**src/rtl/hsl_pkg.sv**
```systemverilog
package hsl_pkg;

   // Field widths of the request and response
   localparam int unsigned HUE_W  = 9;
   localparam int unsigned TURN_W = 6;
   localparam int unsigned RB_W   = 5;
   localparam int unsigned G_W    = 6;

   // Hue geometry
   localparam int unsigned HUE_LIMIT  = 360;
   localparam int unsigned SECTOR_DEG = 60;
   localparam int unsigned SECTORS    = 6;

   typedef enum logic [2:0] {
      SECT_RED_YEL = 3'd0,
      SECT_YEL_GRN = 3'd1,
      SECT_GRN_CYN = 3'd2,
      SECT_CYN_BLU = 3'd3,
      SECT_BLU_MAG = 3'd4,
      SECT_MAG_RED = 3'd5
   } sector_type;

   typedef struct packed {
      sector_type              sector;
      logic [TURN_W-1:0]       turn;     // degrees into the sector, mirrored on odd sectors
      logic                    hue_err;
   } hue_info_type;

   // Width of a clamped saturation or lightness: at most ONE, never above the field range
   function automatic int unsigned val_width(input int unsigned frac_bits);
      return (frac_bits + 1 < HUE_W) ? frac_bits + 1 : HUE_W;
   endfunction

endpackage

```
**src/rtl/hsl_sector.sv**
```systemverilog
module hsl_sector #(
   parameter  int unsigned FRAC_BITS = 8,
   localparam int unsigned VAL_W     = hsl_pkg::val_width(FRAC_BITS),
   localparam int unsigned SPAN_W    = FRAC_BITS + 1
) (
   input  logic                      clock,
   input  logic                      reset,
   input  logic                      in_valid,
   output logic                      in_ready,
   input  logic [hsl_pkg::HUE_W-1:0] hue_deg,
   input  logic [hsl_pkg::HUE_W-1:0] saturation,
   input  logic [hsl_pkg::HUE_W-1:0] lightness,
   output logic                      out_valid,
   input  logic                      out_ready,
   output hsl_pkg::hue_info_type     info,
   output logic [SPAN_W-1:0]         span,
   output logic [VAL_W-1:0]          sat,
   output logic [VAL_W-1:0]          light
);
   import hsl_pkg::*;

   localparam int unsigned ONE  = 1 << FRAC_BITS;
   localparam int unsigned TW_W = FRAC_BITS + 2;

   logic [VAL_W-1:0]  sat_in, light_in, sat_ff, light_ff;
   logic [TW_W-1:0]   twol, dev;
   logic [SPAN_W-1:0] span_in, span_ff;
   logic [HUE_W-1:0]  base, rem;
   sector_type        sect;
   logic [TURN_W-1:0] turn;
   hue_info_type      info_in, info_ff;
   logic              valid_in, valid_ff;

   // clamp S and L to one, then 1 - |2L - 1|
   always_comb begin
      sat_in   = (32'(saturation) > ONE) ? VAL_W'(ONE) : VAL_W'(saturation);
      light_in = (32'(lightness) > ONE) ? VAL_W'(ONE) : VAL_W'(lightness);
      twol     = TW_W'(light_in) << 1;
      dev      = (twol >= TW_W'(ONE)) ? twol - TW_W'(ONE) : TW_W'(ONE) - twol;
      span_in  = SPAN_W'(TW_W'(ONE) - dev);
   end

   // sector by threshold compares, remainder against the sector base
   always_comb begin
      sect = SECT_RED_YEL;
      base = '0;
      for (int i = 1; i < SECTORS; i++) begin
         if (hue_deg >= HUE_W'(i * SECTOR_DEG)) begin
            sect = sector_type'(3'(i));
            base = HUE_W'(i * SECTOR_DEG);
         end
      end
      rem  = hue_deg - base;
      turn = sect[0] ? TURN_W'(SECTOR_DEG) - TURN_W'(rem) : TURN_W'(rem);
      info_in = '{sector: sect, turn: turn, hue_err: (hue_deg >= HUE_W'(HUE_LIMIT))};
   end

   assign in_ready = !valid_ff || out_ready;
   assign valid_in = in_ready ? in_valid : valid_ff;

   always_ff @(posedge clock) begin
      if (reset) begin
         valid_ff <= 1'b0;
      end else begin
         valid_ff <= valid_in;
      end
   end

   always_ff @(posedge clock) begin
      if (in_valid && in_ready) begin
         info_ff  <= info_in;
         span_ff  <= span_in;
         sat_ff   <= sat_in;
         light_ff <= light_in;
      end
   end

   assign out_valid = valid_ff;
   assign info      = info_ff;
   assign span      = span_ff;
   assign sat       = sat_ff;
   assign light     = light_ff;

`ifndef SYNTHESIS
   a_turn_range: assert property (@(posedge clock) disable iff (reset)
      valid_ff && !info_ff.hue_err |-> info_ff.turn <= TURN_W'(SECTOR_DEG))
      else $error("sector offset beyond one sector");
`endif

endmodule

```
**src/rtl/hsl_chroma.sv**
```systemverilog
module hsl_chroma #(
   parameter  int unsigned FRAC_BITS = 8,
   localparam int unsigned VAL_W     = hsl_pkg::val_width(FRAC_BITS),
   localparam int unsigned SPAN_W    = FRAC_BITS + 1,
   localparam int unsigned U_W       = 2 * FRAC_BITS + 6
) (
   input  logic                  clock,
   input  logic                  reset,
   input  logic                  in_valid,
   output logic                  in_ready,
   input  hsl_pkg::hue_info_type in_info,
   input  logic [SPAN_W-1:0]     span,
   input  logic [VAL_W-1:0]      sat,
   input  logic [VAL_W-1:0]      light,
   output logic                  out_valid,
   input  logic                  out_ready,
   output hsl_pkg::hue_info_type out_info,
   output logic [U_W-1:0]        comp_c,
   output logic [U_W-1:0]        comp_x,
   output logic [U_W-1:0]        comp_m
);
   import hsl_pkg::*;

   localparam int unsigned CN_W = 2 * FRAC_BITS + 1;

   // stage A: chroma in units of 1/ONE^2
   logic              va_in, va_ff, ready_a;
   hue_info_type      info_a_ff;
   logic [CN_W-1:0]   cn_in, cn_ff;
   logic [VAL_W-1:0]  light_a_ff;

   // stage B: components in units of 1/(60*ONE^2)
   logic              vb_in, vb_ff, ready_b;
   hue_info_type      info_b_ff;
   logic [U_W-1:0]    c_in, x_in, m_in, c_ff, x_ff, m_ff;

   assign ready_b  = !vb_ff || out_ready;
   assign ready_a  = !va_ff || ready_b;
   assign in_ready = ready_a;

   assign va_in = ready_a ? in_valid : va_ff;
   assign vb_in = ready_b ? va_ff : vb_ff;

   assign cn_in = CN_W'(span) * CN_W'(sat);

   always_comb begin
      c_in = U_W'(cn_ff) * U_W'(SECTOR_DEG);
      x_in = U_W'(cn_ff) * U_W'(info_a_ff.turn);
      m_in = ((U_W'(light_a_ff) * U_W'(SECTOR_DEG)) << FRAC_BITS)
             - U_W'(cn_ff) * U_W'(SECTOR_DEG / 2);
   end

   always_ff @(posedge clock) begin
      if (reset) begin
         va_ff <= 1'b0;
         vb_ff <= 1'b0;
      end else begin
         va_ff <= va_in;
         vb_ff <= vb_in;
      end
   end

   always_ff @(posedge clock) begin
      if (in_valid && ready_a) begin
         info_a_ff  <= in_info;
         cn_ff      <= cn_in;
         light_a_ff <= light;
      end
      if (va_ff && ready_b) begin
         info_b_ff <= info_a_ff;
         c_ff      <= c_in;
         x_ff      <= x_in;
         m_ff      <= m_in;
      end
   end

   assign out_valid = vb_ff;
   assign out_info  = info_b_ff;
   assign comp_c    = c_ff;
   assign comp_x    = x_ff;
   assign comp_m    = m_ff;

endmodule

```
**src/rtl/hsl_pack.sv**
```systemverilog
module hsl_pack #(
   parameter  int unsigned FRAC_BITS = 8,
   localparam int unsigned U_W       = 2 * FRAC_BITS + 6
) (
   input  logic                  clock,
   input  logic                  reset,
   input  logic                  in_valid,
   output logic                  in_ready,
   input  hsl_pkg::hue_info_type info,
   input  logic [U_W-1:0]        comp_c,
   input  logic [U_W-1:0]        comp_x,
   input  logic [U_W-1:0]        comp_m,
   output logic                  out_valid,
   input  logic                  out_ready,
   output logic [15:0]           out_rgb,
   output logic                  out_err
);
   import hsl_pkg::*;

   localparam int unsigned LEVEL_W     = 10;
   localparam int unsigned RECIP_15    = 2185;   // 2^15 / 15, rounded up
   localparam int unsigned RECIP_W     = 12;
   localparam int unsigned RECIP_SHIFT = 15;
   localparam int unsigned PROD_W      = LEVEL_W + RECIP_W;
   localparam int unsigned QW          = PROD_W - RECIP_SHIFT;
   localparam int unsigned RB_MAX      = (1 << RB_W) - 1;
   localparam int unsigned G_MAX       = (1 << G_W) - 1;
   localparam int unsigned RB_LVL_MAX  = 8 * SECTOR_DEG;
   localparam int unsigned G_LVL_MAX   = 16 * SECTOR_DEG;

   // floor(n / 15) for n below 1024
   function automatic logic [QW-1:0] div15(input logic [LEVEL_W-1:0] n);
      logic [PROD_W-1:0] p;
      p = PROD_W'(n) * PROD_W'(RECIP_15);
      return QW'(p >> RECIP_SHIFT);
   endfunction

   logic [U_W-1:0]     rv, gv, bv, ur, ug, ub;
   logic [LEVEL_W-1:0] lr_in, lg_in, lb_in, lr_ff, lg_ff, lb_ff;
   logic               lvl_err_ff;
   logic               vl_in, vl_ff, ready_l;
   logic               vo_in, vo_ff, ready_o;
   logic [QW-1:0]      qr, qg, qb;
   logic [RB_W-1:0]    red;
   logic [G_W-1:0]     green;
   logic [RB_W-1:0]    blue;
   logic [15:0]        rgb_in, rgb_ff;
   logic               err_ff;

   // order the components by sector and add m
   always_comb begin
      case (info.sector)
         SECT_RED_YEL: begin rv = comp_c; gv = comp_x; bv = '0;     end
         SECT_YEL_GRN: begin rv = comp_x; gv = comp_c; bv = '0;     end
         SECT_GRN_CYN: begin rv = '0;     gv = comp_c; bv = comp_x; end
         SECT_CYN_BLU: begin rv = '0;     gv = comp_x; bv = comp_c; end
         SECT_BLU_MAG: begin rv = comp_x; gv = '0;     bv = comp_c; end
         SECT_MAG_RED: begin rv = comp_c; gv = '0;     bv = comp_x; end
         default:      begin rv = '0;     gv = '0;     bv = '0;     end
      endcase
      ur = rv + comp_m;
      ug = gv + comp_m;
      ub = bv + comp_m;
      // scale by 8 or 16 and drop the ONE^2 fraction; /15 follows
      lr_in = LEVEL_W'(ur >> (2 * FRAC_BITS - 3));
      lg_in = LEVEL_W'(ug >> (2 * FRAC_BITS - 4));
      lb_in = LEVEL_W'(ub >> (2 * FRAC_BITS - 3));
   end

   always_comb begin
      qr     = div15(lr_ff);
      qg     = div15(lg_ff);
      qb     = div15(lb_ff);
      red    = (qr > QW'(RB_MAX)) ? RB_W'(RB_MAX) : RB_W'(qr);
      green  = (qg > QW'(G_MAX))  ? G_W'(G_MAX)   : G_W'(qg);
      blue   = (qb > QW'(RB_MAX)) ? RB_W'(RB_MAX) : RB_W'(qb);
      rgb_in = lvl_err_ff ? '0 : {red, green, blue};
   end

   assign ready_o  = !vo_ff || out_ready;
   assign ready_l  = !vl_ff || ready_o;
   assign in_ready = ready_l;
   assign vl_in    = ready_l ? in_valid : vl_ff;
   assign vo_in    = ready_o ? vl_ff : vo_ff;

   always_ff @(posedge clock) begin
      if (reset) begin
         vl_ff <= 1'b0;
         vo_ff <= 1'b0;
      end else begin
         vl_ff <= vl_in;
         vo_ff <= vo_in;
      end
   end

   always_ff @(posedge clock) begin
      if (in_valid && ready_l) begin
         lr_ff      <= lr_in;
         lg_ff      <= lg_in;
         lb_ff      <= lb_in;
         lvl_err_ff <= info.hue_err;
      end
      if (vl_ff && ready_o) begin
         rgb_ff <= rgb_in;
         err_ff <= lvl_err_ff;
      end
   end

   assign out_valid = vo_ff;
   assign out_rgb   = rgb_ff;
   assign out_err   = err_ff;

`ifndef SYNTHESIS
   a_err_black: assert property (@(posedge clock) disable iff (reset)
      vo_ff && err_ff |-> rgb_ff == '0)
      else $error("hue error response carries a nonzero color");

   a_level_bound: assert property (@(posedge clock) disable iff (reset)
      vl_ff && !lvl_err_ff |-> lr_ff <= LEVEL_W'(RB_LVL_MAX) && lg_ff <= LEVEL_W'(G_LVL_MAX)
                               && lb_ff <= LEVEL_W'(RB_LVL_MAX))
      else $error("scaled level above full scale");

   a_level_moves: assert property (@(posedge clock) disable iff (reset)
      vl_ff && ready_o |=> vo_ff)
      else $error("level stage advanced but output register stayed empty");
`endif

endmodule

```
**src/rtl/hsl_to_rgb565.sv**
```systemverilog
// Channel  Dir  Ports                  Contents
// req      in   req_tvalid/tready      tdata: hue_deg [8:0], saturation [17:9],
//                                      lightness [26:18], zero [31:27]
// rsp      out  rsp_tvalid/tready      tdata: rgb565 [15:0]; tuser: hue_error
//
// Five register stages: clamp and sector, chroma multiply, component multiply,
// sector ordering with scaling, divide by 15 with saturation into the output register.
// One request per cycle sustained while rsp_tready stays high.
// Each stage holds its own valid bit and advances when the stage after it is empty or
// draining, so bubbles collapse and a stall on rsp backs up one stage at a time.
// Reset clears the valid bits only; the data registers are not reset.
module hsl_to_rgb565 #(
   parameter int unsigned FRAC_BITS = 8
) (
   input  logic        clock,
   input  logic        reset,
   input  logic        req_tvalid,
   output logic        req_tready,
   input  logic [31:0] req_tdata,     // hue_deg, saturation, lightness, zero pad
   output logic        rsp_tvalid,
   input  logic        rsp_tready,
   output logic [15:0] rsp_tdata,     // rgb565
   output logic        rsp_tuser      // hue_error
);
   import hsl_pkg::*;

   localparam int unsigned VAL_W  = val_width(FRAC_BITS);
   localparam int unsigned SPAN_W = FRAC_BITS + 1;
   localparam int unsigned U_W    = 2 * FRAC_BITS + 6;

   // request fields
   logic [HUE_W-1:0]  hue_deg, saturation, lightness;

   // sector stage to chroma stages
   logic              sec_valid, sec_ready;
   hue_info_type      sec_info;
   logic [SPAN_W-1:0] sec_span;
   logic [VAL_W-1:0]  sec_sat, sec_light;

   // chroma stages to pack stages
   logic              chr_valid, chr_ready;
   hue_info_type      chr_info;
   logic [U_W-1:0]    chr_c, chr_x, chr_m;

   assign hue_deg    = req_tdata[HUE_W-1:0];
   assign saturation = req_tdata[2*HUE_W-1:HUE_W];
   assign lightness  = req_tdata[3*HUE_W-1:2*HUE_W];

   // clamp inputs, find the hue sector, form 1 - |2L - 1|
   hsl_sector #(.FRAC_BITS(FRAC_BITS)) u_sector (
      .clock      (clock),
      .reset      (reset),
      .in_valid   (req_tvalid),
      .in_ready   (req_tready),
      .hue_deg    (hue_deg),
      .saturation (saturation),
      .lightness  (lightness),
      .out_valid  (sec_valid),
      .out_ready  (sec_ready),
      .info       (sec_info),
      .span       (sec_span),
      .sat        (sec_sat),
      .light      (sec_light)
   );

   // chroma C, second component X and offset m, all exact integers
   hsl_chroma #(.FRAC_BITS(FRAC_BITS)) u_chroma (
      .clock     (clock),
      .reset     (reset),
      .in_valid  (sec_valid),
      .in_ready  (sec_ready),
      .in_info   (sec_info),
      .span      (sec_span),
      .sat       (sec_sat),
      .light     (sec_light),
      .out_valid (chr_valid),
      .out_ready (chr_ready),
      .out_info  (chr_info),
      .comp_c    (chr_c),
      .comp_x    (chr_x),
      .comp_m    (chr_m)
   );

   // order components, scale, saturate and pack RGB565
   hsl_pack #(.FRAC_BITS(FRAC_BITS)) u_pack (
      .clock     (clock),
      .reset     (reset),
      .in_valid  (chr_valid),
      .in_ready  (chr_ready),
      .info      (chr_info),
      .comp_c    (chr_c),
      .comp_x    (chr_x),
      .comp_m    (chr_m),
      .out_valid (rsp_tvalid),
      .out_ready (rsp_tready),
      .out_rgb   (rsp_tdata),
      .out_err   (rsp_tuser)
   );

endmodule

```
**config.mk**
```make
export PLATFORM = sky130hd
export DESIGN_NAME = hsl_to_rgb565
export DESIGN_NICKNAME = d
export VERILOG_FILES = /design/src/rtl/hsl_pkg.sv /design/src/rtl/hsl_sector.sv /design/src/rtl/hsl_chroma.sv /design/src/rtl/hsl_pack.sv /design/src/rtl/hsl_to_rgb565.sv
export SDC_FILE = /design/constraint.sdc
export NUM_CORES = 1
export LEC_CHECK = 0
export ABC_AREA = 0
export BUFFER_PORTS_ARGS = -buffer_cell sky130_fd_sc_hd__buf_2
export CAP_MARGIN = 20
export CORE_MARGIN = 5
export CORE_UTILIZATION = 64
export CTS_CLUSTER_DIAMETER = 120
export DETAILED_ROUTE_END_ITERATION = 10
export PLACE_DENSITY = 0.83
export SYNTH_ARGS = -nofsm -noshare
export SYNTH_HDL_FRONTEND = slang
export SYNTH_SLANG_ARGS = --single-unit
```
**constraint.sdc**
```tcl
create_clock -name clock -period 14.4 [get_ports clock]
set_clock_uncertainty 0.15 [all_clocks]
set_input_delay 0.72 -clock clock [delete_from_list [all_inputs] [get_ports clock]]
set_output_delay 0.72 -clock clock [all_outputs]
set_load 0.01 [all_outputs]
```
==> flow_summary.yaml, run 1 <==
run_status:
  status: "completed"
logic_synthesis:
  syn_area_um2: 18900
  synth_edf_count: 178
  syn_nets: 2320
  syn-instance-count: 1849
  ys_seq_area_share_pct: 28.8
  muxShareOfSynthArea_pct: 0.106
  synth_top_family_by_area: "adder cells"
  synth_seq_cells: 183
  async_reset_ff_share_pct: 0
  synth-xor-area-share_pct: 5.79
  synth_top_flop_cell: "edfxtp_1"
  synth_warnings: 0
  yosys.area_share.adder_pct: 35.1
  synth-simple-area-share_pct: 12.1
  avgSynthCellArea_um2: 10.2
  synth_compound_area_share_pct: 11.9
  netlist-cell-type-count: 66
worst_setup_path:
  crit_top_cell: "fa_1"
  cp.arrival_ps: 6000
  cp-start-kind: "register"
  worst_path_largest_cell_delay_ps: 610
  critical_path_class: "reg2reg"
  crit_path_top_delay_cell: "edfxtp_1"
  crit_required_ps: 14450
  cp_max_fo: 11
  crit_buf_inv: 2
  critPathTopFamily: "adder cells"
  crit_chain: "fa_1 > fa_1 > inv_1 > fa_1 > nand2b_1 > a211oi_1 > o21ai_0 > nand2b_1 > xor2_1 > inv_1 > ha_1 > or4b_1 > o211a_1 > a31o_1 > o41ai_2 > nand4_1 > a211oi_1 > nor4_2 > xor2_1"
  crit_path_end_kind: "register"
clock_network:
  clockBufferDepth: 2
  root_buffer: "clkbuf_16"
  ctsHtreeMaxLevel: 4
  postCtsHoldBufs: 0
  insertion_delay_ps: 450
  cts_buffers: 17
  post_cts_buffers: 0
  cts.repair.resized: 0
  tritoncts: "done"
  cts_sinks: 183
  path_clk_slew_ps: 70
detailed_routing:
  drc: 0
  vias_per_cell: 5.76
  vias: 13300
  firstDrtPassIters: 5
  wl_met3_mm: 1.22
  avgRoutedWirePerCell_um: 15.8
  ant_nets: 0
  dr_wl_met2_mm: 19.5
  top_layer: "met4"
  drt_iter0_drc: 740
  m1WireLength_mm: 14.7
  wirelength_mm: 36.5
finish:
  mostFrequentLayoutCells: "inv_1, ha_1, edfxtp_1, fa_1, nand2_1"
  antenna_cells: 0
  nNetsFinal: 2370
  synthToLayoutAreaGrowth_pct: 6.98
  layout_commonest_cell: "inv_1"
  drive_gt1_share_pct: 5.44
hold_path:
  hp-class: "reg2reg"
sta:
  setup_viol: 0
  slew_viol_final: 0
  min_period_over_period_pct: 41.3
  worst-slew-pin-transition_ps: 745
  period_minus_slack_ps: 5950
  grt_setup_unrepaired: "no"
  slew_headroom_pct: 50.3
  hold_viol: 0
  max_freq_ghz: 0.168
  setup_tns_ps: 0
job:
  cap_viol_max_count: 0
grt:
  grt_max_degree: 63
  track_usage_pct: 23.1
  grt_pass1_wl_mm: 63.3
  grt_overflow: 0
  grt_pass1_vias: 13900
  antenna_found_initial: 0
placement:
  hpwl_mm: 29.7
  gp_congestion: 0.913
  port-buffer-count: 49
floorplanning:
  pin_count: 55
  rows: 63
  start_util_pct: 64.4
  dieArea_um2: 33100
  core_region_area_um2: 29400
  die_h_um: 182
  die_w_um: 182
[per-layer routing]
metal  vias up  global-route usage (%)
met4         0                    8.53
met2       267                    42.7
li1       6454                       -
met5         -                       0
met3        80                    2.98
met1      6457                    27.3
[kinds of logic after synthesis]
group	Yosys count
XOR/XNOR	125
buffers and inverters	315
multiplexers	2
flip-flops	183
AO/OA/AOI/OAI	326
adder cells (fa/ha/maj)	435
AND/OR/NAND/NOR	463
[area by class of cell]
cell class | count | area, um2
Fill cell | 2126 | 9160
Timing Repair Buffer | 59 | 333
Tap cell | 390 | 488
Inverter | 287 | 1080
Multi-Input combinational cell | 1351 | 12300
Clock inverter | 14 | 140
Clock buffer | 18 | 429
Sequential cell | 183 | 5450
[sequential cells by signal, indices dropped and copies added, names as in the netlist, 4 cells and up]
| signal | cells |
|---|---|
| u_chroma.out_info | 4 |
| u_pack.lr_ff | 9 |
| u_pack.lg_ff | 10 |
| u_chroma.comp_c | 19 |
| u_chroma.info_a_ff | 10 |
| u_sector.span | 7 |
| u_chroma.cn_ff | 16 |
| u_pack.out_rgb | 16 |
| u_chroma.comp_m | 19 |
| u_pack.lb_ff | 9 |
| u_sector.sat | 9 |
| u_chroma.comp_x | 20 |
| u_sector.info | 10 |
| u_sector.light | 9 |
| u_chroma.light_a_ff | 9 |
[Yosys cell counts, types with 5 or more instances]
cell type / number / area share [%]
a211o_1: 8 / 0.37
o21ai_0: 27 / 0.71
nand3_1: 29 / 0.77
a21boi_0: 5 / 0.20
a21o_1: 23 / 0.91
fa_1: 160 / 17
and2_1: 77 / 2.5
o21bai_1: 14 / 0.56
nand4_1: 10 / 0.33
nand2_1: 144 / 2.9
nand3b_1: 5 / 0.20
or3_1: 8 / 0.26
dfxtp_1: 5 / 0.53
a21oi_1: 84 / 2.2
nor2b_1: 27 / 0.89
o21ai_1: 14 / 0.37
nor2_1: 91 / 1.8
xor2_1: 39 / 1.8
o31ai_1: 7 / 0.28
a22o_1: 54 / 2.5
o211ai_1: 6 / 0.24
o21a_1: 18 / 0.71
a211oi_1: 7 / 0.28
edfxtp_1: 178 / 28
a31oi_1: 16 / 0.53
nand2b_1: 10 / 0.33
clkbuf_1: 27 / 0.54
ha_1: 275 / 18
nor3_1: 29 / 0.77
inv_1: 285 / 5.7
and3_1: 11 / 0.36
xnor2_1: 86 / 4.0
[worst reg2reg max path, stage by stage, from the launching register on]
cell,delay (ps)
edfxtp_1,610
fa_1,620
fa_1,560
inv_1,60
fa_1,410
nand2b_1,180
a211oi_1,300
o21ai_0,120
nand2b_1,100
xor2_1,170
inv_1,60
ha_1,360
or4b_1,460
o211a_1,160
a31o_1,230
o41ai_2,400
nand4_1,190
a211oi_1,300
nor4_2,90
xor2_1,170
[final timing paths]
kind         cells past startpoint               endpoint               from  slack (ps)
max reg2reg                     19    u_chroma.comp_m[21]  u_chroma.cn_ff[1]        8450
max                             19    u_chroma.comp_m[21]  u_chroma.cn_ff[1]        8450
min                              0  u_chroma.info_a_ff[3]   u_sector.info[3]         270
min reg2reg                      0  u_chroma.info_a_ff[3]   u_sector.info[3]         270
[per-stage QoR]
step / hold WS (ps) / area, um2 / utilization [%] / setup WS, ps / cells
after floorplan: 250 / 18900 / - / 9170 / 1849
after CTS: 273 / 20200 / 68.8 / 8440 / 2301
after global placement: 251 / 19700 / 66.8 / 8570 / 2269
final: 271 / 20200 / 68.9 / 8450 / 2302
after detailed placement: 256 / 19700 / 66.8 / 8460 / 2269
after global routing: 276 / 20200 / 68.9 / 8100 / 2302
Power of run 1 is left out: the tool's default activity adds up to more than one toggle a clock period on the data nets, which glitch-free logic cannot reach.
==> run 2: changes to the inputs <==
clock period = 5.75 ns   (was 14.4 ns; I/O delays follow)
==> run 2 against run 1 <==
Against the previous run: count of clock-buffer cells in the layout is the same; critical path depth grew 1; via count grew 2.1%; routed wire length grew 5.2%; global-route usage grew 0.57 points.
==> flow_summary.yaml, run 2 (synthesized netlist as in run 1, its figures left out) <==
run_status:
  status: "completed"
clock_network:
  ctsHtreeMaxLevel: 4
  clockBufferDepth: 2
  path_clk_slew_ps: 70
  tritoncts: "done"
  root_buffer: "clkbuf_16"
  cts_sinks: 183
  cts_buffers: 17
  insertion_delay_ps: 450
detailed_routing:
  vias_per_cell: 5.81
  drc: 0
  drt_iter0_drc: 897
  firstDrtPassIters: 6
  vias: 13500
  avgRoutedWirePerCell_um: 16.5
  ant_nets: 0
  wirelength_mm: 38.4
finish:
  synthToLayoutAreaGrowth_pct: 8.72
  drive_gt1_share_pct: 6.91
  nNetsFinal: 2398
  stdcell_count: 2330
  final_core_util_pct: 70.0
  largest_register_ffs: 20
  layout_commonest_cell: "inv_1"
  antenna_cells: 0
  mostFrequentLayoutCells: "inv_1, ha_1, edfxtp_1, fa_1, nand2_1"
floorplanning:
  die_w_um: 182
  rows: 63
  dieArea_um2: 33100
  core_region_area_um2: 29400
  die_h_um: 182
  start_util_pct: 64.4
  pin_count: 55
sta:
  hold_viol: 0
  min_period_over_period_pct: 99.5
  slew_headroom_pct: 49.8
  slew_viol_final: 0
  grt_setup_unrepaired: "yes"
  period_minus_slack_ps: 5720
  setup_tns_ps: 0
  setup_viol: 0
  worst-slew-pin-transition_ps: 735
  max_freq_ghz: 0.175
placement:
  port-buffer-count: 49
  place_inst: 2278
  hpwl_mm: 30.4
  gp_congestion: 0.901
grt:
  track_usage_pct: 23.6
  antenna_found_initial: 0
  grt_overflow: 0
  grt_max_degree: 63
  grt_pass1_vias: 14100
  grt_pass1_wl_mm: 64.9
worst_setup_path:
  worst_path_largest_cell_delay_ps: 520
  cp.arrival_ps: 5750
  cp_max_fo: 7
  crit_chain: "inv_2 > fa_1 > fa_1 > inv_1 > ha_1 > nor2_2 > a211oi_4 > o21ai_1 > nand2b_1 > xor2_1 > inv_1 > ha_4 > or4b_1 > o211a_1 > a31o_1 > o41ai_4 > nand4_1 > a211oi_2 > nor4_4 > xor2_1"
  critical_path_class: "reg2reg"
  cp-start-kind: "register"
  crit_path_end_kind: "register"
  crit_required_ps: 5780
  crit_path_top_delay_cell: "edfxtp_1"
hold_path:
  hp-class: "in2reg"
job:
  cap_viol_max_count: 0
run 2: per-stage QoR:
step / worst slack (ps) / hold slack [ps] / cell area [um2]
floorplan: 522 / 207 / 18900
detailed placement: -164 / 255 / 19700
CTS: 6.90 / 2.40 / 20400
global route: -141 / 10.2 / 20600
global placement: 133 / 252 / 19700
finish: 28.4 / 10.8 / 20600
run 2: worst max-delay path, delay by kind of cell, from the launching register on:
kind	cells	cell delay [ps]
AND/OR/NAND/NOR	5	940
XOR/XNOR	2	350
adder cells (fa/ha/maj)	4	1620
AO/OA/AOI/OAI	6	1560
flip-flops	1	520
buffers and inverters	3	320
run 2: per-layer routing:
layer | vias up | share of wire (%) | global-route usage [%]
li1 | 6504 | - | -
met1 | 6552 | 41 | 29.5
met2 | 381 | 51 | 42.1
met3 | 104 | 4.5 | 3.33
met4 | 0 | 3.6 | 8.35
met5 | - | 0 | 0
run 2: area by class of cell:
cell class,count,area (um2)
Timing Repair Buffer,87,556
Inverter,287,1080
Multi-Input combinational cell,1351,12400
Fill cell,2071,8830
Clock inverter,14,161
Sequential cell,183,5450
Tap cell,390,488
Clock buffer,18,429
run 2: timing repair:
item	4_1_cts	5_1_grt
gates resized for setup	2	16
hold buffers	9	1
endpoints found under the setup margin	3	7
pin swaps	0	13
endpoints found under the hold margin	12	1
setup buffers	0	10
run 2: path summary, 6_finish.rpt:
check / from / to / slack (ps) / cells after the start
min: req_tdata[14] / u_sector.sat[5] / 10 / 2
max: u_chroma.cn_ff[5] / u_chroma.comp_m[21] / 30 / 20
max reg2reg: u_chroma.cn_ff[5] / u_chroma.comp_m[21] / 30 / 20
min reg2reg: u_sector.info[1] / u_chroma.info_a_ff[1] / 270 / 0
Power of run 2 is left out for the same reason.
